File: src/rtl/qrs_pkg.sv
`timescale 1ns / 1ps
// ----------------------------------------------------------------------------
// qrs_pkg
// Shared constants and types of the quadratic root solver.
// ----------------------------------------------------------------------------
package qrs_pkg;

  localparam int COEF_WIDTH = 16;
  localparam int FRAC_BITS  = 16;
  localparam int ROOT_WIDTH = 34;

  typedef enum logic [1:0] {
    ST_NONE  = 2'd0,
    ST_ONE   = 2'd1,
    ST_TWO   = 2'd2,
    ST_DEGEN = 2'd3
  } status_t;

  // One finished result as it leaves the pipeline.
  typedef struct packed {
    status_t                        status;
    logic signed [ROOT_WIDTH-1:0]   lo;
    logic signed [ROOT_WIDTH-1:0]   hi;
  } result_t;

endpackage

File: src/rtl/qrs_outbuf.sv
`timescale 1ns / 1ps
// ----------------------------------------------------------------------------
// qrs_outbuf
// Two-entry result buffer that parts the pipeline from the output handshake.
// ----------------------------------------------------------------------------
module qrs_outbuf (
  input  logic             clk,
  input  logic             rst,
  input  logic             push,
  input  qrs_pkg::result_t wdata,
  output logic             full,
  output logic             out_valid,
  input  logic             out_ready,
  output qrs_pkg::result_t rdata
);

  qrs_pkg::result_t mem [2];
  logic             wr_ptr, rd_ptr;
  logic [1:0]       count;
  logic             pop;

  assign pop = out_valid && out_ready;
  assign full = (count == 2'd2);
  assign out_valid = (count != 2'd0);
  assign rdata = mem[rd_ptr];

  always_ff @(posedge clk) begin
    if (rst) begin
      wr_ptr <= 1'b0;
      rd_ptr <= 1'b0;
      count <= 2'd0;
    end else begin
      if (push) begin
        wr_ptr <= ~wr_ptr;
      end
      if (pop) begin
        rd_ptr <= ~rd_ptr;
      end
      count <= count + {1'b0, push} - {1'b0, pop};
    end
  end

  always_ff @(posedge clk) begin
    if (push) begin
      mem[wr_ptr] <= wdata;
    end
  end

endmodule

File: config.mk
export PLATFORM = sky130hd
export DESIGN_NAME = qrs_outbuf
export DESIGN_NICKNAME = d
export VERILOG_FILES = /design/src/rtl/qrs_pkg.sv /design/src/rtl/qrs_outbuf.sv
export SDC_FILE = /design/constraint.sdc
export NUM_CORES = 1
export LEC_CHECK = 0
export BUFFER_PORTS_ARGS = -buffer_cell sky130_fd_sc_hd__buf_2
export CORE_UTILIZATION = 47
export CTS_BUF_LIST = sky130_fd_sc_hd__clkbuf_16
export DETAILED_ROUTE_END_ITERATION = 8
export HOLD_SLACK_MARGIN = 0.05
export PLACE_DENSITY = 0.72
export SYNTH_ARGS = -nofsm -noshare
export SYNTH_HDL_FRONTEND = slang
export SYNTH_SLANG_ARGS = --single-unit
File: constraint.sdc
create_clock -name clk -period 4.9 [get_ports clk]
set_input_delay 1.225 -clock clk [delete_from_list [all_inputs] [get_ports clk]]
set_output_delay 1.225 -clock clk [all_outputs]
set_load 0.01 [all_outputs]
Word-level counts from Yosys, hierarchy flattened
Memory sizes are Yosys's and may differ from the RTL's. A register that Yosys moved wholly into a read port is not among the register bits.
Cells that the tools add are included.
{"block": "classes", "addsub": 2, "mul": 0, "div": 0, "magnitude_cmp": 0, "n_eq_ne": 1, "shift": 0, "n_mux": 4, "n_bitwise": 2, "n_reduce_logical": 2}
{"cell": "2-to-1 mux 1 bit", "n": 4}
{"cell": "adder 2 x 1 -> 2 bit", "n": 1}
{"cell": "equality test 2 bit, second input constant", "n": 1}
{"cell": "inverter 1 bit", "n": 2}
{"cell": "nonzero test 2 bit", "n": 1}
{"cell": "subtractor 2 x 1 -> 2 bit", "n": 1}
{"cell": "logical AND 1 bit", "n": 1}
{"block": "totals", "ff_bits": 4, "latchBits": 0, "mem_bits_rw": 140, "mem_bits_ro": 0, "in_bits": 74, "mem_count": 1}
{"name": "mem", "depth": 2, "width": 70, "rd": 1, "rd_clocked_by_memory_dff": 1, "wr": 1, "line": "qrs_outbuf.sv:17", "text": "qrs_pkg::result_t mem [2];"}

Longest topological paths before layout
{"block": "logic_depth", "word_depth": 4, "depth_mapped": 6, "mapped_depth_nobuf": 6}

Least setup slack after synthesis
Ideal clock, no wire load.
{"block": "synth_timing", "kind": "input port to flip-flop", "from": "input push", "to": "memory mem[0][0] (netlist bit), enable pin", "arrival_time_ns": 4.296, "required_time_ns": 4.393, "slack_ns": 0.097, "stages": 1, "path_buffers": 0, "cell_sequence": "nor2b_1"}
{"block": "synth_via", "elab_chain_len": 2}
{"item": "start: declaration", "line": "qrs_outbuf.sv:9", "text": "input logic push,"}
{"item": "2-to-1 mux 1 bit", "line": "qrs_outbuf.sv:44", "text": "if (push) begin"}
{"item": "2-to-1 mux 1 bit (implied by the code)", "line": "qrs_outbuf.sv:45", "text": "mem[wr_ptr] <= wdata;"}
{"item": "end: declaration", "line": "qrs_outbuf.sv:17"}
Every way passes these cells.

==> reports/summary.txt <==
Run status -> complete, but fails checks
Failing checks -> DRC
HPWL after DPL -> 5704 µm
Post-CTS Resized -> 0
Via density -> 4.822
CTS tree -> done
Post-DRT Antenna Nets -> 0
R2R cell count -> 2
Global-route wire length before repair -> 13610 µm
Die width -> 111.6 µm
Crit path DAT -> 2140 ps
Synth Register Bits -> 145
Tot Pwr -> 3.395 mW
Critical R2R Capture -> mem[0][69]
Layout cells sized above 1 -> 0.6102
Die area -> 12460 µm²
DRT Wirelength -> 8877 µm
Setup Crit Path Kind -> reg -> out
Net count, final -> 476
Mean Syn Cell Area -> 23.44 µm²
Inserted Clock Buffers -> 17
Hold_buf cts -> 0
Final Cell Area -> 7022 µm²
Sequential Area -> 4308 µm²
Synth Warn # -> 0
# Post-CTS Setup Buffers -> 0
Period utilization -> 0.6860
Initial Util -> 0.4885
DRC errors left -> 11
Slew HR -> 0.3499
Synth Flop Type -> edfxtp_1
Critical Path Source Type -> flip-flop
Area of the mapped netlist -> 5649 µm²
Max-slew violation count -> 0
Min cycle time layout -> 3362 ps
Setup TNS -> 0 ps
Leading post-synthesis cells by cell area -> edfxtp_1 (74%), mux2_4 (19%), buf_12 (2.5%)
Multi-input logic area -> 1196 µm²
Hold Fails Final Rpt -> 0
Synth top cells by count -> edfxtp_1 (140), mux2_4 (70), buf_12 (7), dfxtp_1 (5), nor2b_1 (4)
Syn_nets -> 317
Cell Area, Placed -> 6451 µm²
Via Count -> 2681
CORE AREA -> 11560 µm²
CP required -> 3670 ps
Total track usage -> 0.1506
FMAX -> 297.5 MHz
RePlAce Congestion -> 0.6979
Initial antenna violation count -> 0
Pwr dens -> 483.6 nW/µm²
Worst-Margin Slew -> 975.1 ps
Setup crit end -> rdata[64]
Yosys top cell area share -> 0.7442
CP max FO -> 35
Synth unique cells -> 15
Root buffer cell -> clkbuf_16
Area Growth Syn to Fin -> 24.30%
H-Tree Depth -> 4
Cell taking the most area after synthesis -> edfxtp_1
RSZ-0062 raised after global routing -> no
Fraction of registers with async set or reset after synthesis -> 0
Post-Syn Instances -> 241
I/O pins -> 146
Leak -> 2.803 nW
Max clock buf depth -> 2
DR iter-0 viols -> 122
Hold depth -> 2
Clock Skew -> 7.184 ps
Avg WL per Cell -> 15.97 µm
Largest net degree at the start of global routing -> 71
Worst setup EP type -> output pin
First-pass DRT Iterations -> 6
# port buffers -> 145
# fillers -> 865
R2r setup slk -> 3120 ps
Clk_lat worst skew -> 410 ps
Sequential area share after synthesis -> 0.7619
FP Rows -> 39
Most instantiated library cell after synthesis -> edfxtp_1
EDFF count, synth -> 140
Fin util -> 0.6072
Sinks on Clock Net -> 145
Worst reg2reg startpoint -> wr_ptr
Antenna diodes -> 0
# setup viols final -> 0
Height of the die -> 111.6 µm
Global route overflow -> 0
Max cap viols -> 0
Hold crit path type -> reg -> reg
Vias in the first global route -> 2703
CTS clk-pin slew, worst paths -> 60 ps
Worst-case vdd ir drop -> 0.2404 mV
==> state kept, by name, indices dropped and copies added (netlist names), named ones only <==
name    count
count       2
mem       140
wr_ptr      1
rd_ptr      1
==> stage by stage <==
stage	hold WS, ps	cells	worst slack [ps]
2_1_floorplan	496.5	241	97.37
3_3_place_gp	564.0	524	1943
3_5_place_dp	590.5	524	1931
4_1_cts	607.8	556	1484
5_1_grt	666.8	556	1409
6_report	602.1	556	1538
==> cells in the final DEF (no fill, tap or decap), types with 2 or more instances in the layout <==
| cell | count |
|---|---|
| buf_2 | 145 |
| buf_4 | 2 |
| bufinv_16 | 2 |
| clkbuf_16 | 17 |
| clkinv_1 | 2 |
| clkinv_4 | 3 |
| clkinvlp_4 | 4 |
| dfxtp_1 | 4 |
| edfxtp_1 | 140 |
| ha_1 | 2 |
| inv_1 | 4 |
| mux2_2 | 2 |
| mux2_4 | 70 |
| nor2_1 | 3 |
| nor2b_1 | 3 |
==> where the power goes <==
part           internal [mW]  switching, mW
combinational          0.379          0.267
sequential              1.46         0.0752
clock                  0.743          0.473
==> final cells by class <==
type	instances	share of cell area
Clock buffer	17	0.06058
Clock inverter	15	0.02067
Inverter	2	0.001069
Multi-Input combinational cell	86	0.1703
Sequential cell	145	0.6135
Tap cell	143	0.02548
Timing Repair Buffer	148	0.1083
==> cells by family (layout without fill, tap and decap cells) <==
kind of cell | count (synthesis) | after routing | synth area share
flip-flops | 145 | 145 | 0.7619
multiplexers | 72 | 72 | 0.1900
buffers and inverters | 10 | 182 | 0.02813
AND/OR/NAND/NOR | 9 | 9 | 0.008638
adder cells (fa/ha/maj) | 2 | 2 | 0.004429
XOR/XNOR | 2 | 2 | 0.005537
AO/OA/AOI/OAI | 1 | 1 | 0.001329
==> worst max-delay path, cell delays in order, from the launching register on <==
cell	delay [ps]
dfxtp_4	790
buf_4	450
mux2_4	330
buf_2	140
==> how the worst min path moves through the flow <==
stage	start	endpoint	slack [ps]
detailed placement	wr_ptr	wr_ptr	590
global placement	rd_ptr	rd_ptr	560
CTS	wr_ptr	wr_ptr	610
finish	rd_ptr	rd_ptr	600
floorplan	wr_ptr	wr_ptr	500
global route	rd_ptr	flip-flop	670
==> layer usage <==
metal | part of all wire | vias to the layer above | GRT usage
met3 | 0.066 | 10 | 0.06260
li1 | - | 1273 | -
met4 | 0.010 | 0 | 0.06216
met2 | 0.51 | 105 | 0.2526
met1 | 0.42 | 1293 | 0.1700
met5 | 0 | - | 0
Power figures use the tool's default switching activity.
