`src/rtl/qrs_isqrt.sv`:
```
`timescale 1ns / 1ps
// ----------------------------------------------------------------------------
// qrs_isqrt
// Pipelined integer square root, one result bit per stage.
// ----------------------------------------------------------------------------
module qrs_isqrt #(
  parameter int ROOT_BITS = 33,
  parameter int SIDE_WIDTH = 1,
  localparam int RAD_WIDTH = 2 * ROOT_BITS
) (
  input  logic                  clk,
  input  logic                  rst,
  input  logic                  en,
  input  logic                  in_valid,
  input  logic [RAD_WIDTH-1:0]  rad,
  input  logic [SIDE_WIDTH-1:0] side_in,
  output logic                  out_valid,
  output logic [ROOT_BITS-1:0]  root,
  output logic [SIDE_WIDTH-1:0] side_out
);

  localparam int QW = ROOT_BITS;
  localparam int RW = RAD_WIDTH;
  localparam int RRW = QW + 3;

  logic [RW-1:0]         rad_q  [QW];
  logic [QW-1:0]         q_q    [QW];
  logic [RRW-1:0]        r_q    [QW];
  logic [SIDE_WIDTH-1:0] side_q [QW];
  logic                  v_q    [QW];

  for (genvar i = 0; i < QW; i++) begin : g_stage
    logic [RW-1:0]         rad_i;
    logic [QW-1:0]         q_i;
    logic [RRW-1:0]        r_i, r_sh, t, r_next;
    logic [SIDE_WIDTH-1:0] side_i;
    logic                  v_i, ge;

    if (i == 0) begin : g_first
      assign rad_i = rad;
      assign q_i = '0;
      assign r_i = '0;
      assign side_i = side_in;
      assign v_i = in_valid;
    end else begin : g_next
      assign rad_i = rad_q[i-1];
      assign q_i = q_q[i-1];
      assign r_i = r_q[i-1];
      assign side_i = side_q[i-1];
      assign v_i = v_q[i-1];
    end

    assign r_sh = {r_i[RRW-3:0], rad_i[RW-1 -: 2]};
    assign t = {1'b0, q_i, 2'b01};
    assign ge = (r_sh >= t);
    assign r_next = ge ? (r_sh - t) : r_sh;

    always_ff @(posedge clk) begin
      if (rst) begin
        v_q[i] <= 1'b0;
      end else if (en) begin
        v_q[i] <= v_i;
      end
    end

    always_ff @(posedge clk) begin
      if (en) begin
        rad_q[i] <= rad_i << 2;
        q_q[i] <= {q_i[QW-2:0], ge};
        r_q[i] <= r_next;
        side_q[i] <= side_i;
      end
    end
  end

  assign out_valid = v_q[QW-1];
  assign root = q_q[QW-1];
  assign side_out = side_q[QW-1];

endmodule

```
`config.mk`:
```
export PLATFORM = sky130hd
export DESIGN_NAME = qrs_isqrt
export DESIGN_NICKNAME = d
export VERILOG_FILES = /design/src/rtl/qrs_isqrt.sv
export SDC_FILE = /design/constraint.sdc
export NUM_CORES = 2
export LEC_CHECK = 0
export BUFFER_PORTS_ARGS = -buffer_cell sky130_fd_sc_hd__buf_2
export CAP_MARGIN = 25
export CORE_AREA = 2 2 532 534
export CTS_CLUSTER_SIZE = 12
export DETAILED_ROUTE_END_ITERATION = 10
export DIE_AREA = 0 0 534 536
export MAX_ROUTING_LAYER = met4
export SLEW_MARGIN = 20
export SYNTH_ARGS = -nofsm -noshare
export SYNTH_HDL_FRONTEND = slang
export SYNTH_MEMORY_MAX_BITS = 65536
export SYNTH_SLANG_ARGS = --single-unit
```
`constraint.sdc`:
```
create_clock -name clk -period 11 [get_ports clk]
set_input_delay 0.55 -clock clk [delete_from_list [all_inputs] [get_ports clk]]
set_output_delay 0.55 -clock clk [all_outputs]
set_load 0.01 [all_outputs]
```
# After elaboration in Yosys (flattened, before gate mapping)
# Memories as Yosys holds them, arrays and structs flattened.
# Cells that the tools add are included.
[word_totals]
ff_bits = 0
mem_bits_rw = 4455
input_bits = 71
output_inout_bits = 35
elab_cells = 176
mem_count = 5
[classes]
add_sub_neg = 33
order_cmp = 33
n_mux = 72
n_bitwise = 33
[mem_list]
columns = ["name", "depth", "width", "rd", "rd_ports_with_merged_regs", "wr", "line", "source"]
rows = [
  ["rad_q", 33, 64, 32, 0, 33, "26", "logic [RW-1:0] rad_q [QW];"],
  ["r_q", 33, 36, 32, 0, 33, "28", "logic [RRW-1:0] r_q [QW];"],
  ["q_q", 33, 33, 33, 0, 33, "27", "logic [QW-1:0] q_q [QW];"],
  ["side_q", 33, 1, 33, 0, 33, "29", "logic [SIDE_WIDTH-1:0] side_q [QW];"],
  ["v_q", 33, 1, 33, 0, 33, "30", "logic v_q [QW];"],
]
[op_table]
columns = ["cell", "count"]
rows = [
  ["36-bit two-way mux", 33],
  ["36-bit by 35-bit greater-or-equal comparator with 1-bit output", 32],
  ["36-bit by 35-bit subtractor with 36-bit output", 32],
  ["1-bit two-way mux", 39],
  ["1-bit OR", 33],
  ["2-bit by 1-bit subtractor with 3-bit output, second input constant", 1],
  ["2-bit by 1-bit greater-or-equal comparator with 1-bit output, second input constant", 1],
]

# Depth between registers and ports, before layout
[logic_depth]
ltp_word = 4
depth_mapped = 15
depth_no_buf = 13

# Worst setup path before layout
# Ideal clock, no wire load.
[synth_timing]
path_kind = "register to register"
startpoint = "memory r_q[0][720] (netlist name)"
endpoint = "memory r_q[0][786] (netlist name) (data pin)"
setup_ps = 266
arrival_time_ps = 3292
t_required_ps = 10734
slack_ps = 7442
path_stages_with_launch = 14
path_buffers = 2
period_less_slack_ps = 3558
cell_sequence = "edfxtp_1 ha_1 nor2b_1 o21ai_0 a21oi_1 o41a_1 a2111oi_0 o21bai_1 a21oi_1 o21a_1 clkbuf_1 clkbuf_1 nor3_1 xor2_1"
[synth_rtl]
columns = ["item", "line"]
rows = [
  ["start: declaration", "28"],
]

==> flow_summary_export.csv <==
group,metric,value,unit
run_status,status,"complete, no violations",
pwr,power_density,212,nW/µm²
global_route,antenna_found_initial,3,
logic_synthesis,ys_ff_latch,2720,
setup_path,cp-end-kind,"flip-flop",
logic_synthesis,yosysUniqueCellTypes,92,
setup_path,start_kind,"flip-flop",
routing,first_pass_iters,5,
logic_synthesis,seq_area_frac_synth,0.649,
pwr,clkPwrFrac,0.320,
worst_hold_path,hold_class,"input port to flip-flop",
setup_path,required,11.59,ns
global_route,grt_start_max_net_pins,177,
pwr,switching_share,0.286,
die,dieArea,286000,µm²
die,start_util,0.448,
routing,drtIter0Drc,5477,
cells_and_area,seqCellArea,81700,µm²
cts,cts_resized,0,
routing,routedWlPerCell,18.5,µm
logic_synthesis,ys_warn_count,0,
logic_synthesis,syn_area,126000,µm²
placement,dp_hpwl,182000,µm
sta,worst_pin_slew,1.05,ns
logic_synthesis,yosysMostFrequentCell,"edfxtp_1",
pwr,comb_power_share,0.209,
logic_synthesis,synth_area_per_cell,13.1,µm²
cells_and_area,n_fill_cell,24000,
logic_synthesis,ys_async_sr_fraction,0,
die,io_pins,106,
cts,h-tree-depth,5,
routing,wl_met3,10600,µm
global_route,track_usage,0.183,
cts,hold_buffers,69,
sta,setup_viol,0,
sta,skew,0.0610,ns
sta,hold_viol_final,0,
logic_synthesis,synth_fp_nets,10300,
cells_and_area,drive_above_1_share,0.0733,
logic_synthesis,synthFlopType,"edfxtp_1",
cts,cts_root_buffer,"clkbuf_16",
die,dieWidth,534,µm
cells_and_area,syn_to_final_growth,12.0,%
pwr,ir_drop,133,µV
routing,antenna_left,0,
logic_synthesis,synth.largest_area_cell,"edfxtp_1",
cts,worstSkewPairLatency,0.90,ns
cts,numCtsBuffers,306,
routing,routedLengthMet1,114000,µm
sta,grt_setup_unrepaired,"false",
logic_synthesis,synth.area.top_cells,"edfxtp_1, ha_1, xnor2_1",
logic_synthesis,synth_common_cells,"edfxtp_1, inv_1, a21oi_1",
die,die_h,536,µm
sta,tns,0,ns
die,core-area,281000,µm²
pwr,power,29800,µW
flow_run,cap_violations,0,
placement,gp_congestion,0.901,
cts,clock_sinks,2720,
routing,wl_met2,126000,µm
routing,routed.top_layer,"met4",
cts,post_cts_buffers,0,
cts,tritoncts,"yes",
routing,vias,74600,
cts,cts.path.max_buffers,4,
sta,slew_headroom,0.299,
cells_and_area,multi_input_area,40600,µm²
logic_synthesis,synth_cells,9635,
pwr,p_seq_frac,0.471,
setup_path,worstPathMaxFanout,34,
placement,io_buffers,105,
cells_and_area,finalNetCount,10600,
sta,fmax,219,MHz
pwr,p_int,21300,µW
routing,wirelength,258000,µm
logic_synthesis,synth_edf_count,2720,
sta,drv_slew,0,
setup_path,crit_arrival,5.16,ns
logic_synthesis,synth_top_area_share,0.649,
global_route,overflow,0,
die,rows,195,
cts,clk_pin_slew,0.06,ns
pwr,leakagePower,0.0537,µW
global_route,grt_pass1_vias,73700,
sta,layout_min_cycle_time,4.56,ns
sta,fin_crit_sh,0.415,
routing,via_per_inst,5.36,
global_route,grt_pass1_wl,408000,µm
setup_path,crit_type,"flip-flop to flip-flop",
routing,drc,0,
pwr,power.switching,8530,µW
power groups by stage:
stage / clock network, µW / registers (µW) / logic [µW]
final: 9540 / 14000 / 6240
after global routing: 10300 / 14200 / 6970
after CTS: 9890 / 14000 / 6250
after detailed placement: 0 / 14200 / 6180
after global placement: 0 / 14200 / 6090
after floorplan: 0 / 13800 / 4630
per-stage QoR:
step / cell area (µm²) / utilization / instances / setup slack [ns] / hold WS [ns]
after global routing: 141000 / 0.502 / 13900 / 5.93 / 0.152
after detailed placement: 131000 / 0.466 / 13300 / 6.36 / 0.405
after CTS: 141000 / 0.502 / 13900 / 6.32 / 0.125
after floorplan: 126000 / - / 9635 / 7.44 / 0.400
after global placement: 131000 / 0.466 / 13300 / 6.38 / 0.400
final: 141000 / 0.502 / 13900 / 6.44 / 0.147
cell families after synthesis:
logic type / Yosys count / synth area share
AND/OR/NAND/NOR: 2412 / 0.0954
adder cells (fa/ha/maj): 596 / 0.0593
buffers and inverters: 955 / 0.0287
multiplexers: 100 / 0.00891
XOR/XNOR: 883 / 0.0615
flip-flops: 2720 / 0.649
other: 1 / 0.0000298
AO/OA/AOI/OAI: 1968 / 0.0968
final timing paths:
check,start,endpoint,slack (ns),cells after the start
hold / removal,en,rad_q[0][28],0.15,1
setup / recovery,r_q[0][828],r_q[0][895],6.44,13
hold reg to reg,rad_q[0][1462],rad_q[0][1528],0.39,0
setup reg to reg,r_q[0][828],r_q[0][895],6.44,13
metal layers:
layer	vias to the layer above	track usage
li1	36300	-
met1	36200	0.234
met2	1608	0.301
met3	487	0.0245
met4	0	0.0594
met5	-	-
worst max-delay path, cell delays in order (launching register included):
cell and delay, ns:
edfxtp_1 0.39, ha_1 0.35, nor2b_1 0.18, o31a_1 0.27, o41ai_1 0.40, o21ai_0 0.34, a2111oi_1 0.64, o21ai_0 0.38
a311o_1 0.40, buf_4 0.26, inv_1 0.09, buf_4 0.30, nor3_1 0.12, xor2_1 0.16
cells in the final DEF (no fill, tap or decap), drive strengths merged, types with 61 or more instances in the layout:
| cell type | netlist | layout |
|---|---|---|
| a21o | 279 | 279 |
| a21oi | 674 | 674 |
| and2 | 61 | 61 |
| buf | 29 | 163 |
| clkbuf | 166 | 378 |
| clkinv | 2 | 107 |
| dlygate4sd3 | 0 | 69 |
| edfxtp | 2720 | 2720 |
| ha | 596 | 596 |
| inv | 758 | 768 |
| mux2 | 96 | 96 |
| nand2 | 565 | 565 |
| nand2b | 104 | 104 |
| nand3 | 145 | 145 |
| nand4 | 124 | 124 |
| nor2 | 616 | 616 |
| nor2b | 100 | 100 |
| nor3 | 228 | 228 |
| nor4 | 116 | 116 |
| o21a | 109 | 109 |
| o21ai | 464 | 464 |
| or3 | 98 | 98 |
| xnor2 | 477 | 477 |
| xor2 | 406 | 406 |
registers in the layout (all words and copies together) (netlist names):
name	count
v_q	33
rad_q	1056
q_q	561
r_q	1037
side_q	33
area by class of cell:
type | count | share of cell area
antenna | 2 | 0.0000355
multi-input combinational | 5960 | 0.288
timing repair buffer | 233 | 0.0129
sequential | 2720 | 0.580
tap | 3743 | 0.0332
clock inverter | 138 | 0.00927
inverter | 760 | 0.0202
clock buffer | 377 | 0.0567
Power figures use the tool's default switching activity.
