<file path="src/rtl/qrs_pkg.sv">
`timescale 1ns / 1ps
// ----------------------------------------------------------------------------
// qrs_pkg
// Shared constants and types of the quadratic root solver.
// ----------------------------------------------------------------------------
package qrs_pkg;

  localparam int COEF_WIDTH = 16;
  localparam int FRAC_BITS  = 16;
  localparam int ROOT_WIDTH = 34;

  typedef enum logic [1:0] {
    ST_NONE  = 2'd0,
    ST_ONE   = 2'd1,
    ST_TWO   = 2'd2,
    ST_DEGEN = 2'd3
  } status_t;

  // One finished result as it leaves the pipeline.
  typedef struct packed {
    status_t                        status;
    logic signed [ROOT_WIDTH-1:0]   lo;
    logic signed [ROOT_WIDTH-1:0]   hi;
  } result_t;

endpackage

</file>
<file path="src/rtl/qrs_front.sv">
`timescale 1ns / 1ps
// ----------------------------------------------------------------------------
// qrs_front
// Products, discriminant, case selection and scaled operands (3 stages).
// ----------------------------------------------------------------------------
module qrs_front #(
  parameter int COEF_WIDTH = qrs_pkg::COEF_WIDTH,
  parameter int FRAC_BITS  = qrs_pkg::FRAC_BITS,
  localparam int RAD_WIDTH = 2 * (COEF_WIDTH + 1 + FRAC_BITS),
  localparam int SC_WIDTH  = COEF_WIDTH + FRAC_BITS + 1
) (
  input  logic                        clk,
  input  logic                        rst,
  input  logic                        en,
  input  logic                        in_valid,
  input  logic signed [COEF_WIDTH-1:0] coef_a,
  input  logic signed [COEF_WIDTH-1:0] coef_b,
  input  logic signed [COEF_WIDTH-1:0] coef_c,
  output logic                        out_valid,
  output logic [RAD_WIDTH-1:0]        rad,
  output logic                        a_zero,
  output qrs_pkg::status_t            status,
  output logic signed [COEF_WIDTH:0]  den,
  output logic signed [SC_WIDTH-1:0]  nb_sc,
  output logic signed [SC_WIDTH-1:0]  nc_sc
);

  localparam int W  = COEF_WIDTH;
  localparam int PW = 2 * W;
  localparam int DW = 2 * W + 3;
  localparam int MW = 2 * W + 1;

  logic                 v1, v2;
  logic signed [W-1:0]  a1, b1, c1, a2, b2, c2;
  logic signed [PW-1:0] bb2, ac2;
  logic                 az2, bz2;

  logic signed [DW-1:0] d;
  logic                 d_neg, d_zero;
  qrs_pkg::status_t     status_next;
  logic signed [SC_WIDTH-1:0] b_sc, c_sc;

  assign d = {{3{bb2[PW-1]}}, bb2} - {ac2[PW-1], ac2, 2'b00};
  assign d_neg = d[DW-1];
  assign d_zero = (d == '0);
  assign b_sc = {{(SC_WIDTH-W){b2[W-1]}}, b2} <<< FRAC_BITS;
  assign c_sc = {{(SC_WIDTH-W){c2[W-1]}}, c2} <<< FRAC_BITS;

  always_comb begin
    priority if (az2 && bz2) begin
      status_next = qrs_pkg::ST_DEGEN;
    end else if (az2) begin
      status_next = qrs_pkg::ST_ONE;
    end else if (d_neg) begin
      status_next = qrs_pkg::ST_NONE;
    end else if (d_zero) begin
      status_next = qrs_pkg::ST_ONE;
    end else begin
      status_next = qrs_pkg::ST_TWO;
    end
  end

  always_ff @(posedge clk) begin
    if (rst) begin
      v1 <= 1'b0;
      v2 <= 1'b0;
      out_valid <= 1'b0;
    end else if (en) begin
      v1 <= in_valid;
      v2 <= v1;
      out_valid <= v2;
    end
  end

  always_ff @(posedge clk) begin
    if (en) begin
      a1 <= coef_a;
      b1 <= coef_b;
      c1 <= coef_c;
      bb2 <= b1 * b1;
      ac2 <= a1 * c1;
      a2 <= a1;
      b2 <= b1;
      c2 <= c1;
      az2 <= (a1 == '0);
      bz2 <= (b1 == '0);
      rad <= (az2 || d_neg) ? '0 : {1'b0, d[MW-1:0], {(2*FRAC_BITS){1'b0}}};
      a_zero <= az2;
      status <= status_next;
      den <= az2 ? {b2[W-1], b2} : {a2, 1'b0};
      nb_sc <= -b_sc;
      nc_sc <= -c_sc;
    end
  end

endmodule

</file>
<file path="config.mk">
export PLATFORM = sky130hd
export DESIGN_NAME = qrs_front
export DESIGN_NICKNAME = d
export VERILOG_FILES = /design/src/rtl/qrs_pkg.sv /design/src/rtl/qrs_front.sv
export SDC_FILE = /design/constraint.sdc
export NUM_CORES = 2
export LEC_CHECK = 0
export BUFFER_PORTS_ARGS = -buffer_cell sky130_fd_sc_hd__buf_2
export CAP_MARGIN = 30
export CORE_MARGIN = 2
export CORE_UTILIZATION = 61
export DETAILED_ROUTE_END_ITERATION = 8
export GPL_ROUTABILITY_DRIVEN = 0
export GPL_TIMING_DRIVEN = 0
export PLACE_DENSITY = 0.8
export REMOVE_ABC_BUFFERS = 1
export SLEW_MARGIN = 5
export SYNTH_ARGS = -nofsm -noshare
export SYNTH_HDL_FRONTEND = slang
export SYNTH_SLANG_ARGS = --single-unit
</file>
<file path="constraint.sdc">
create_clock -name clk -period 13.2 [get_ports clk]
set_input_delay 1.32 -clock clk [delete_from_list [all_inputs] [get_ports clk]]
set_output_delay 1.32 -clock clk [all_outputs]
set_load 0.01 [all_outputs]
</file>
==> Word-level counts from Yosys, hierarchy flattened <==
Index checks and enable logic that the tools add are counted.
{ "totals": {"regBits": 317, "output_inout_bits": 153, "in_bits": 52, "elab_cells": 37} }
{ "op_classes": {"multipliers": 2, "reduce_logical": 6, "muxes": 4, "addsub": 3} }
{ "ops": {"columns": ["operator", "count"], "rows": [
  ["$neg 32->33", 2],
  ["$mul 16x16->32", 2],
  ["$logic_not 35->1", 1],
  ["$sub 32x34->35", 1],
  ["$logic_not 16->1", 2],
  ["$mux 17", 1],
  ["$mux 2", 3],
  ["$reduce_or 2->1", 1],
  ["$logic_and 1x1->1", 1],
  ["$logic_or 1x1->1", 1]
]} }

==> Depth between registers and ports, before layout <==
{ "logic_depth": {"ltp_word": 5, "depth_mapped": 25, "ltp_nobuf": 25} }

==> Least setup slack after synthesis <==
No wires, ideal clock.
{ "synth_path": {"path_kind": "reg2reg", "startpoint": "reg b1[15]", "endpoint": "reg bb2[31], data pin", "setup_slack_ns": 6.919, "stages_incl_launch_ff": 24, "required_time_ns": 12.940, "period_less_slack_ns": 6.281, "setup_time_ns": 0.260, "n_path_buf": 2, "arrival_time_ns": 6.021, "path_cell_list": "edfxtp_1 clkbuf_1 buf_1 nand2_1 fa_1 inv_1 fa_1 fa_1 fa_1 fa_1 inv_1 fa_1 inv_1 ha_1 a21o_1 a21o_1 a21o_1 a21oi_1 nand2_1 o211a_1 nor3_1 o41ai_1 a21oi_1 xnor2_1"} }
{ "synth_via": {"elab_chain_len": 1} }
{ "synth_rtl": {"columns": ["item", "line", "rtl"], "rows": [
  ["start: declaration", "qrs_front.sv:34", "logic signed [W-1:0] a1, b1, c1, a2, b2, c2;"],
  ["start signal: assignment", "qrs_front.sv:78", "b1 <= coef_b;"],
  ["$mul 16x16->32", "qrs_front.sv:80", "bb2 <= b1 * b1;"],
  ["end signal: assignment", "qrs_front.sv:80", null],
  ["end: declaration", "qrs_front.sv:35", "logic signed [PW-1:0] bb2, ac2;"]
]} }
Every way passes these cells.
A chain may end at the register's enable or synchronous reset.

==> Final worst setup path <==
Same ends and word-level chain as after synthesis.

==> out/qor.yml <==
status: "finished clean"
finalCritPeriodShare_pct: 57.7
wl_met3_mm: 5.35
synth_seq_cells: 249
reg2regPathDepth: 21
r2r_end: "bb2[31]"
critPathCaptureType: "register"
final_hold_viol_count: 0
worstPathArrival_ns: 7.90
min-delay-start: "v1"
tightest_slew_ns: 0.980
stdcell_count: 3579
hold_end: "v1"
fin_util_pct: 65.9
port_buffers: 138
track_usage_pct: 26.5
start_util_pct: 62.0
num_rows: 80
dp.cells: 3532
path_class: "reg2reg"
fmax_mhz: 131
wl_per_cell_um: 18.0
synth.top_cells.by_count: "inv_1, fa_1, edfxtp_1, nand2_1, ha_1"
period_minus_slack_ns: 7.61
clockRootBuffer: "clkbuf_16"
synth_top_area_share_pct: 33.5
routed-wl-met2_mm: 31.9
grt_max_degree: 109
core_um2: 47900
overflow: 0
met1_length_mm: 24.8
syn-instance-count: 2844
synth_edf_count: 246
cap_violations: 0
rsz0062_at_grt: "no"
synth_area_leader_cell: "fa_1"
die_w_um: 225
clk_transition_reported_paths_ns: 0.06
crit_fanout: 21
critPathTopFamily: "adder cells"
drc: 0
die_area_um2: 50500
ys_types: 71
cts_buffers: 25
drt_iter0_markers: 1522
avgViaCountPerCell: 5.57
synth-seq-area-share_pct: 25.0
antenna_found_initial: 0
drt_wl_total_mm: 64.3
dp_hpwl_mm: 50.7
clockBufferDepth: 3
crit_buf_inv: 3
cts.repair.resized: 0
finClkSkew_ns: 0.0108
synth.most_common_cell: "inv_1"
r2r_setup_slack_ns: 5.59
grt_first_pass_wirelength_mm: 106
critPathSlowestCell: "edfxtp_1"
hold_path_depth: 2
nNetsFinal: 3701
min_path_type: "reg2reg"
cts_tree: "yes"
critical_path.cell_chain: "inv_1 > nor2_1 > fa_1 > fa_1 > fa_1 > fa_1 > fa_1 > inv_1 > fa_1 > inv_1 > ha_1 > a21o_1 > a21o_1 > a21o_1 > a21oi_1 > o21ai_0 > o211a_1 > nor3_1 > o41ai_1 > a21oi_1 > xnor2_1"
cpPeakStageDelay_ns: 0.93
synthArstFlopShare_pct: 0
grt_pass1_vias: 21800
final-setup-viol-count: 0
postCtsSetupBuffers: 0
synth_area_um2: 29700
hold_buffers: 0
htreeDepth: 1
tns_ns: 0
final_antenna_net_count: 0
dr.pass1.iters: 6
num-fill-cells: 3666
top_layer_used: "met4"
slew_headroom_pct: 34.7
num_antenna_cells: 0
startpoint_type: "register"
cpMostUsedCell: "fa_1"
synth.area.top_cells: "fa_1, edfxtp_1, ha_1"
syn2layout_area_growth_pct: 6.24
clk_latency_ns: 0.55
die-height_um: 225
clock-sinks: 249
ys.warnings.count: 0
critPathRequiredTime_ns: 13.49
syn-mean-instance-area_um2: 10.5
final_max_slew_viol_count: 0
hold_slack_ns: 0.522
rr_startpoint: "b1[15]"
drive_gt1_share_pct: 7.32
io_pins: 205
vias: 19900
synthFlopType: "edfxtp_1"
[how the worst max path moves through the flow]
stage	startpoint	slack, ns	depth (start not counted)	end
after CTS	b1[15]	5.62	21	bb2[31]
after detailed placement	b1[15]	5.63	21	bb2[31]
after global routing	b1[15]	5.19	21	bb2[31]
after floorplan	b1[15]	6.76	21	bb2[31]
after global placement	b1[15]	5.87	19	bb2[31]
final	b1[15]	5.59	21	bb2[31]
[final cells by class]
type	instances	area (µm²)	share of cell area [%]
tap	615	769	2.44
timing repair buffer	143	803	2.54
clock buffer	28	647	2.05
inverter	667	2500	7.93
clock inverter	18	148	0.467
multi-input combinational	1859	19300	61.0
sequential	249	7450	23.6
[state kept, by name (all words and copies together), names as in the netlist, 2 cells and up]
register / flops
b2: 16
a2: 16
c1: 16
ac2: 32
rad: 32
status: 2
den: 17
a1: 16
nc_sc: 17
nb_sc: 17
bb2: 30
c2: 16
b1: 16
[cell usage in the layout (no fill, tap or decap), types with 5 or more instances in the layout]
cell       count
and4_1         5
xnor2_1      100
xor2_1        31
clkbuf_16     25
nand2_1      228
a31oi_1        8
clkinv_1       7
and3_1        13
o21ai_0       43
nor4_1        21
mux2_2        14
o21bai_1       8
nor3_1        23
fa_1         497
nor2b_1       25
nand3_1       23
edfxtp_1     246
or3_1          7
nand2b_1      22
a21oi_1       66
buf_2        138
conb_1        66
ha_1         207
a211oi_1      10
and2_1       181
nor2_1       119
inv_1        667
o211ai_1       7
a21o_1        30
o21a_1        19
or2_2          8
nand4_1        7
[metal layers]
layer  track usage (%)  vias up
met2              45.1      757
met3              5.56      139
met1              33.9    10100
met4              9.21        0
met5                 0        -
li1                  -     8909
[per-stage QoR]
step,cell area (µm²),setup slack [ns]
5_1_grt,31600,5.19
4_1_cts,31600,5.62
6_report,31600,5.59
3_3_place_gp,30700,5.87
3_5_place_dp,30800,5.63
2_1_floorplan,29200,6.76
[cells by family after synthesis]
kind of cell	after synthesis	synth area share [%]
flip-flops	249	25.0
AND/OR/NAND/NOR	699	11.8
multiplexers	18	0.665
adder cells (fa/ha/maj)	704	42.2
XOR/XNOR	131	3.86
buffers and inverters	801	11.0
AO/OA/AOI/OAI	241	5.51
other	1	0.0126
[tightest hold or removal path, stage by stage (launching register included)]
cell	delay (ns)
dfxtp_1	0.33
mux2i_1	0.07
nor2_1	0.09
Power is left out: the tool's default activity adds up to more than one toggle a clock period on the data nets, which glitch-free logic cannot reach.
