--- src/rtl/qrs_div.sv ---
`timescale 1ns / 1ps
// ----------------------------------------------------------------------------
// qrs_div
// Pipelined signed divider, truncating toward zero, one quotient bit a stage.
// ----------------------------------------------------------------------------
module qrs_div #(
  parameter int NUM_WIDTH = 35,
  parameter int DEN_WIDTH = 17,
  parameter int SIDE_WIDTH = 1
) (
  input  logic                        clk,
  input  logic                        rst,
  input  logic                        en,
  input  logic                        in_valid,
  input  logic signed [NUM_WIDTH-1:0] num,
  input  logic signed [DEN_WIDTH-1:0] den,
  input  logic [SIDE_WIDTH-1:0]       side_in,
  output logic                        out_valid,
  output logic signed [NUM_WIDTH:0]   quot,
  output logic [SIDE_WIDTH-1:0]       side_out
);

  localparam int NW = NUM_WIDTH;
  localparam int DNW = DEN_WIDTH;

  // Magnitude stage.
  logic                  va, nega;
  logic [NW-1:0]         na;
  logic [DNW-1:0]        da;
  logic [SIDE_WIDTH-1:0] sidea;

  logic [NW-1:0]         n_q    [NW];
  logic [DNW-1:0]        r_q    [NW];
  logic [DNW-1:0]        d_q    [NW];
  logic                  neg_q  [NW];
  logic [SIDE_WIDTH-1:0] side_q [NW];
  logic                  v_q    [NW];

  always_ff @(posedge clk) begin
    if (rst) begin
      va <= 1'b0;
      out_valid <= 1'b0;
    end else if (en) begin
      va <= in_valid;
      out_valid <= v_q[NW-1];
    end
  end

  always_ff @(posedge clk) begin
    if (en) begin
      na <= num[NW-1] ? NW'(-num) : NW'(num);
      da <= den[DNW-1] ? DNW'(-den) : DNW'(den);
      nega <= num[NW-1] ^ den[DNW-1];
      sidea <= side_in;
      quot <= neg_q[NW-1] ? -$signed({1'b0, n_q[NW-1]}) : $signed({1'b0, n_q[NW-1]});
      side_out <= side_q[NW-1];
    end
  end

  for (genvar i = 0; i < NW; i++) begin : g_stage
    logic [NW-1:0]         n_i;
    logic [DNW-1:0]        r_i, d_i;
    logic [DNW:0]          r_sh, r_sub;
    logic                  neg_i, v_i, ge;
    logic [SIDE_WIDTH-1:0] side_i;

    if (i == 0) begin : g_first
      assign n_i = na;
      assign r_i = '0;
      assign d_i = da;
      assign neg_i = nega;
      assign side_i = sidea;
      assign v_i = va;
    end else begin : g_next
      assign n_i = n_q[i-1];
      assign r_i = r_q[i-1];
      assign d_i = d_q[i-1];
      assign neg_i = neg_q[i-1];
      assign side_i = side_q[i-1];
      assign v_i = v_q[i-1];
    end

    assign r_sh = {r_i, n_i[NW-1]};
    assign ge = (r_sh >= {1'b0, d_i});
    assign r_sub = r_sh - {1'b0, d_i};

    always_ff @(posedge clk) begin
      if (rst) begin
        v_q[i] <= 1'b0;
      end else if (en) begin
        v_q[i] <= v_i;
      end
    end

    always_ff @(posedge clk) begin
      if (en) begin
        n_q[i] <= {n_i[NW-2:0], ge};
        r_q[i] <= ge ? r_sub[DNW-1:0] : r_sh[DNW-1:0];
        d_q[i] <= d_i;
        neg_q[i] <= neg_i;
        side_q[i] <= side_i;
      end
    end
  end

endmodule

--- config.mk ---
export PLATFORM = sky130hd
export DESIGN_NAME = qrs_div
export DESIGN_NICKNAME = d
export VERILOG_FILES = /design/src/rtl/qrs_div.sv
export SDC_FILE = /design/constraint.sdc
export NUM_CORES = 2
export LEC_CHECK = 0
export ABC_CLOCK_PERIOD_IN_PS = 12700
export BUFFER_PORTS_ARGS = -buffer_cell sky130_fd_sc_hd__buf_2
export CAP_MARGIN = 20
export CORE_MARGIN = 4
export CORE_UTILIZATION = 54
export CTS_BUF_LIST = sky130_fd_sc_hd__clkbuf_16
export CTS_CLUSTER_DIAMETER = 200
export DETAILED_ROUTE_END_ITERATION = 12
export PLACE_DENSITY = 0.75
export SLEW_MARGIN = 25
export SYNTH_ARGS = -nofsm -noshare
export SYNTH_HDL_FRONTEND = slang
export SYNTH_SLANG_ARGS = --single-unit
--- constraint.sdc ---
create_clock -name clk -period 12.7 [get_ports clk]
set_input_delay 1.27 -clock clk [delete_from_list [all_inputs] [get_ports clk]]
set_output_delay 1.27 -clock clk [all_outputs]
set_load 0.01 [all_outputs]
### Word level (Yosys, flattened, before mapping)

Memory sizes are Yosys's and may differ from the RTL's. A register that Yosys moved wholly into a read port is not among the register bits.
Cells that the tools add are included.

| storage, ports and cells | value |
|---|---|
| register bits | 91 |
| bits in writable memories | 2520 |
| memories | 6 |

Memory list:

| memory | words | bits a word | read ports | clocked after memory_dff | write ports | RTL line | RTL |
|---|---|---|---|---|---|---|---|
| n_q | 35 | 35 | 35 | 0 | 35 | 32 | `logic [NW-1:0] n_q [NW];` |
| d_q | 35 | 17 | 34 | 0 | 35 | 34 | `logic [DNW-1:0] d_q [NW];` |
| r_q | 35 | 17 | 34 | 0 | 35 | 33 | `logic [DNW-1:0] r_q [NW];` |
| neg_q | 35 | 1 | 35 | 0 | 35 | 35 | `logic neg_q [NW];` |
| side_q | 35 | 1 | 35 | 1 | 35 | 36 | `logic [SIDE_WIDTH-1:0] side_q [NW];` |
| v_q | 35 | 1 | 35 | 1 | 35 | 37 | `logic v_q [NW];` |

| cells by class | value |
|---|---|
| $add $sub $neg | 38 |
| $lt $le $gt $ge | 35 |
| muxes and demuxes | 79 |
| bitwise logic cells | 36 |

Operators by type and width:

| operator | number |
|---|---|
| >= comparator 18 x 17 -> 1 bit | 34 |
| two-way mux 17 bit | 35 |
| subtractor 17 bit | 34 |
| two-way mux 1 bit | 41 |
| negation 35 -> 36 bit | 1 |
| two-way mux 35 bit | 1 |
| negation 35 bit | 1 |
| bitwise OR 1 bit | 35 |
| two-way mux 34 bit | 1 |
| >= comparator 1 x 17 -> 1 bit | 1 |
| negation 17 bit | 1 |
| subtractor 1 x 17 -> 17 bit | 1 |
| two-way mux 16 bit | 1 |
| XOR 1 bit | 1 |

### Longest topological paths before layout

| depth | value |
|---|---|
| depth in word-level cells | 4 |
| gate-level depth with buffers | 14 |
| gate-level depth less buffers | 12 |

### Worst setup path before layout

OpenSTA, ideal clock, no wires.

| timing path | value |
|---|---|
| path kind | input port to flip-flop |
| from | input port num[8] |
| to | register na[32] (netlist: g_stage[0].n_i[32]) (data pin) |
| setup time | 0.266 ns |
| data arrival time | 3.970 ns |
| path slack | 8.464 ns |
| stages | 8 |
| buffers on the path | 0 |
| path through | nor4_1 > nand3_1 > or4_1 > or4_1 > or4_1 > or3_1 > o41ai_1 > xnor2_1 |

| on the way | value |
|---|---|
| word-level cells in the longest chain between the ends | 2 |

RTL lines:

| item | RTL line | RTL |
|---|---|---|
| from (decl) | 15 | `input logic signed [NUM_WIDTH-1:0] num,` |
| negation 35 bit | 51 | `na <= num[NW-1] ? NW'(-num) : NW'(num);` |
| two-way mux 34 bit | 51 |  |
| to (signal assigned) | 51 |  |
| to (decl) | 28 | `logic [NW-1:0] na;` |

Every way passes these cells.
A chain may end at the register's enable or synchronous reset.

==> results.md <==
- CTS root buf: clkbuf_16
- Final Cell Area: 0.126 mm^2
- DP HPWL: 134000 um
- Fraction of layout cells with a size suffix above 1: 10.9%
- Worst r2r path cells: 13
- Mapped Nets: 8533
- CTS tree: done
- Syn Std Cell Area: 0.113 mm^2
- Routed vias: 61900
- Post-CTS setup buffer count: 0
- Critical path endpoint category: register
- Initial Utilization: 54.5%
- Routed len/inst: 17.9 um
- Cts bufs inserted: 281
- Final Skew: 56.4 ps
- Status: finished clean
- Slew HR: 31.3%
- Finish-stage setup viols: 0
- Crit-path max FO: 15
- GR Overflow Total: 0
- Die H: 466 um
- Worst Setup SP: n_q[8][34]$_DFFE_PP_
- Slew Limit Fails: 0
- Final GP Congestion: 0.879
- Mapped Avg Cell Area: 14.4 um^2
- Top cells by area, synth: edfxtp_1, ha_1, mux2_2
- Crit path time final: 4140 ps
- Final Hold Violating Endpoints: 0
- DRT met1 WL: 83500 um
- Critical path type: register to register
- Clk sink count: 2579
- RR Endpoint: r_q[9][2]$_DFFE_PP_
- Drt via density: 5.55
- Sequential area share after synthesis: 68.3%
- WHS Path Cells: 0
- Top cell type's share of synthesized area: 68.2%
- Clk Latency, worst-skew pair: 910 ps
- Max-cap violations: 0
- Max VDD drop: 0.177 mV
- Crit path required time: 13310 ps
- Slowest CP cell: a221oi_1
- Fill cells: 15000
- Max Buffers Root-to-Sink: 4
- Synth area leader: edfxtp_1
- CTS HTree Levels: 5
- GRT Resource Usage Total: 18.2%
- Worst hold path class: register to register
- Reg2Reg Launch Point: n_q[8][34]$_DFFE_PP_
- Final period util: 32.6%
- Vias in the first global route: 62000
- RSZ-0062 raised after global routing: no
- Main synth FF type: edfxtp_1
- Post-synth cell types: 78
- Area delta synth->final: 11.4%
- Antenna violations before repair: 2
- CP startpoint kind: register
- Core ar.: 0.208 mm^2
- Setup TNS: 0 ps
- Leakage: 48.5 nW
- Number of synthesized flops with an enable pin: 2577
- Crit path to: r_q[9][2]$_DFFE_PP_
- Ys async rst share: 0%
- WL final: 199000 um
- Synthesis warning total: 0
- Synth Instances: 7860
- Pre-Repair DR Iteration Count: 5
- Cts repair resizes: 0
- Yosys reg bits: 2579
- DR iter-0 viols: 4756
- Largest net degree at the start of global routing: 191
- First-pass GRT wire length: 322000 um
- Buffers on Ports: 94
- Max Used Layer: met4
- Worst path cell trace: inv_1 -> ha_1 -> inv_1 -> fa_1 -> a21o_1 -> a21oi_1 -> o21ai_0 -> a221oi_1 -> a21oi_1 -> o311a_1 -> a2111oi_4 -> buf_4 -> mux2_2
- Worst-Margin Slew: 1030 ps
- NumNets Final: 8848
- Die width: 466 um
- WL met2: 99700 um
- Num ports: 95
- R2r setup slk: 8560 ps
- FMAX: 242 MHz
- Cell Area, Placed: 0.118 mm^2
- CTS Hold Bufs: 0
- Power Dens Cells: 233 mW/mm^2
- DR WL met3: 9100 um
- FP Rows: 167
- Remaining antenna violation count: 0
- Crit-path max cell delay: 550 ps
- # DRC: 0
- Area of the die: 0.217 mm^2
- Clk slew on worst S/H paths: 60 ps
- CP arrival: 4750 ps
-- synth_stat cells (all sizes together), types with 45 or more instances --
master  instances
xor2          170
nor2          419
o21bai         82
nor3          110
a31oi          45
nor2b          52
edfxtp       2577
xnor2         348
clkbuf        101
o21ai         338
ha            583
a21oi         503
o21a           60
nand2b         57
or3            45
nand3          84
nand2         333
o31ai          52
a211oi         53
and2           54
inv           746
a21o          218
mux2          273
nand4          68
-- critical path, delay by kind of cell, from the launching register on --
family | cells | cell delay [ps]
mux | 1 | 380
flops | 1 | 360
fa+ha+maj | 2 | 580
buf+inv | 3 | 490
compound gates | 7 | 2070
-- per-stage QoR --
stage | total power (W) | worst slack (ps) | util [%] | hold WS [ps] | instances
final | 0.0294 | 8560 | 60.8 | 376 | 11200
after global routing | 0.0312 | 8260 | 60.8 | 384 | 11200
after CTS | 0.0296 | 8540 | 60.7 | 380 | 11200
after detailed placement | 0.0217 | 7700 | 56.5 | 405 | 10700
after global placement | 0.0213 | 7620 | 56.5 | 400 | 10700
after floorplan | 0.0194 | 8460 | - | 400 | 7860
-- kinds of logic (layout without fill, tap and decap cells) --
| group | count (synthesis) | in the layout | share of synthesized area [%] |
|---|---|---|---|
| and+or+nand+nor | 1394 | 1394 | 5.96 |
| adders and majority gates | 616 | 616 | 7.02 |
| DFF | 2579 | 2579 | 68.3 |
| muxes | 306 | 306 | 3.00 |
| xor gates and xnor gates | 518 | 518 | 4.00 |
| other | 0 | 6 | 0 |
| AOI/OAI and AO/OA | 1589 | 1589 | 8.90 |
| buffers and inverters | 858 | 1367 | 2.84 |
-- cell type report --
class | count | area (um^2) | share of cell area [%]
diodes | 6 | 15.0 | 0.0119
clock buffers | 285 | 7130 | 5.64
clock inverters | 192 | 1650 | 1.30
inverters | 747 | 2800 | 2.22
multi-input cells | 4423 | 32900 | 26.0
flip-flops and latches | 2579 | 77400 | 61.3
well taps | 2788 | 3490 | 2.76
repair buffers | 143 | 938 | 0.743
-- placed cells by master (no fill, tap or decap), drive strengths merged, types with 52 or more instances in the layout --
cell type     n
buf         143
o21bai       82
nor2b        52
xor2        170
mux2        273
edfxtp     2577
nand2       333
o31ai        52
a21oi       503
nor3        110
inv         795
clkinv      101
nor2        419
ha          583
o21a         60
a21o        218
nand3        84
o21ai       338
xnor2       348
nand2b       57
and2         54
a211oi       53
clkbuf      285
nand4        68
-- worst min path at each step --
stage / slack, ps / to / startpoint
6_report: 380 / n_q[32][15]$_DFFE_PP_ / n_q[31][14]$_DFFE_PP_
2_1_floorplan: 400 / n_q[0][10]$_DFFE_PP_ / g_stage[0].n_i[9]$_DFFE_PP_
5_1_grt: 380 / n_q[6][23]$_DFFE_PP_ / n_q[5][22]$_DFFE_PP_
3_3_place_gp: 400 / n_q[5][9]$_DFFE_PP_ / n_q[4][8]$_DFFE_PP_
3_5_place_dp: 400 / n_q[10][18]$_DFFE_PP_ / n_q[9][17]$_DFFE_PP_
4_1_cts: 380 / n_q[32][15]$_DFFE_PP_ / n_q[31][14]$_DFFE_PP_
-- state kept, by name, summed over array words and instances (netlist names) --
name            count
n_q              1225
d_q               578
r_q               578
quot               36
g_stage.n_i        35
neg_q              35
side_q             35
v_q                35
da                 17
g_stage.neg_i       1
g_stage.side_i      1
g_stage.v_i         1
out_valid           1
side_out            1
-- metal layers --
metal,track usage [%],up-vias
li1,-,30000
met1,23.1,30000
met2,31.7,1499
met3,2.93,441
met4,6.72,0
met5,0,-
-- where the power goes --
group	switching, W	leakage [nW]	internal [W]
logic	0.00510	18.8	0.00429
clock network	0.00315	4.43	0.00461
registers	0.000804	25.3	0.0115
No activity file was read; power rests on OpenSTA's default activity.
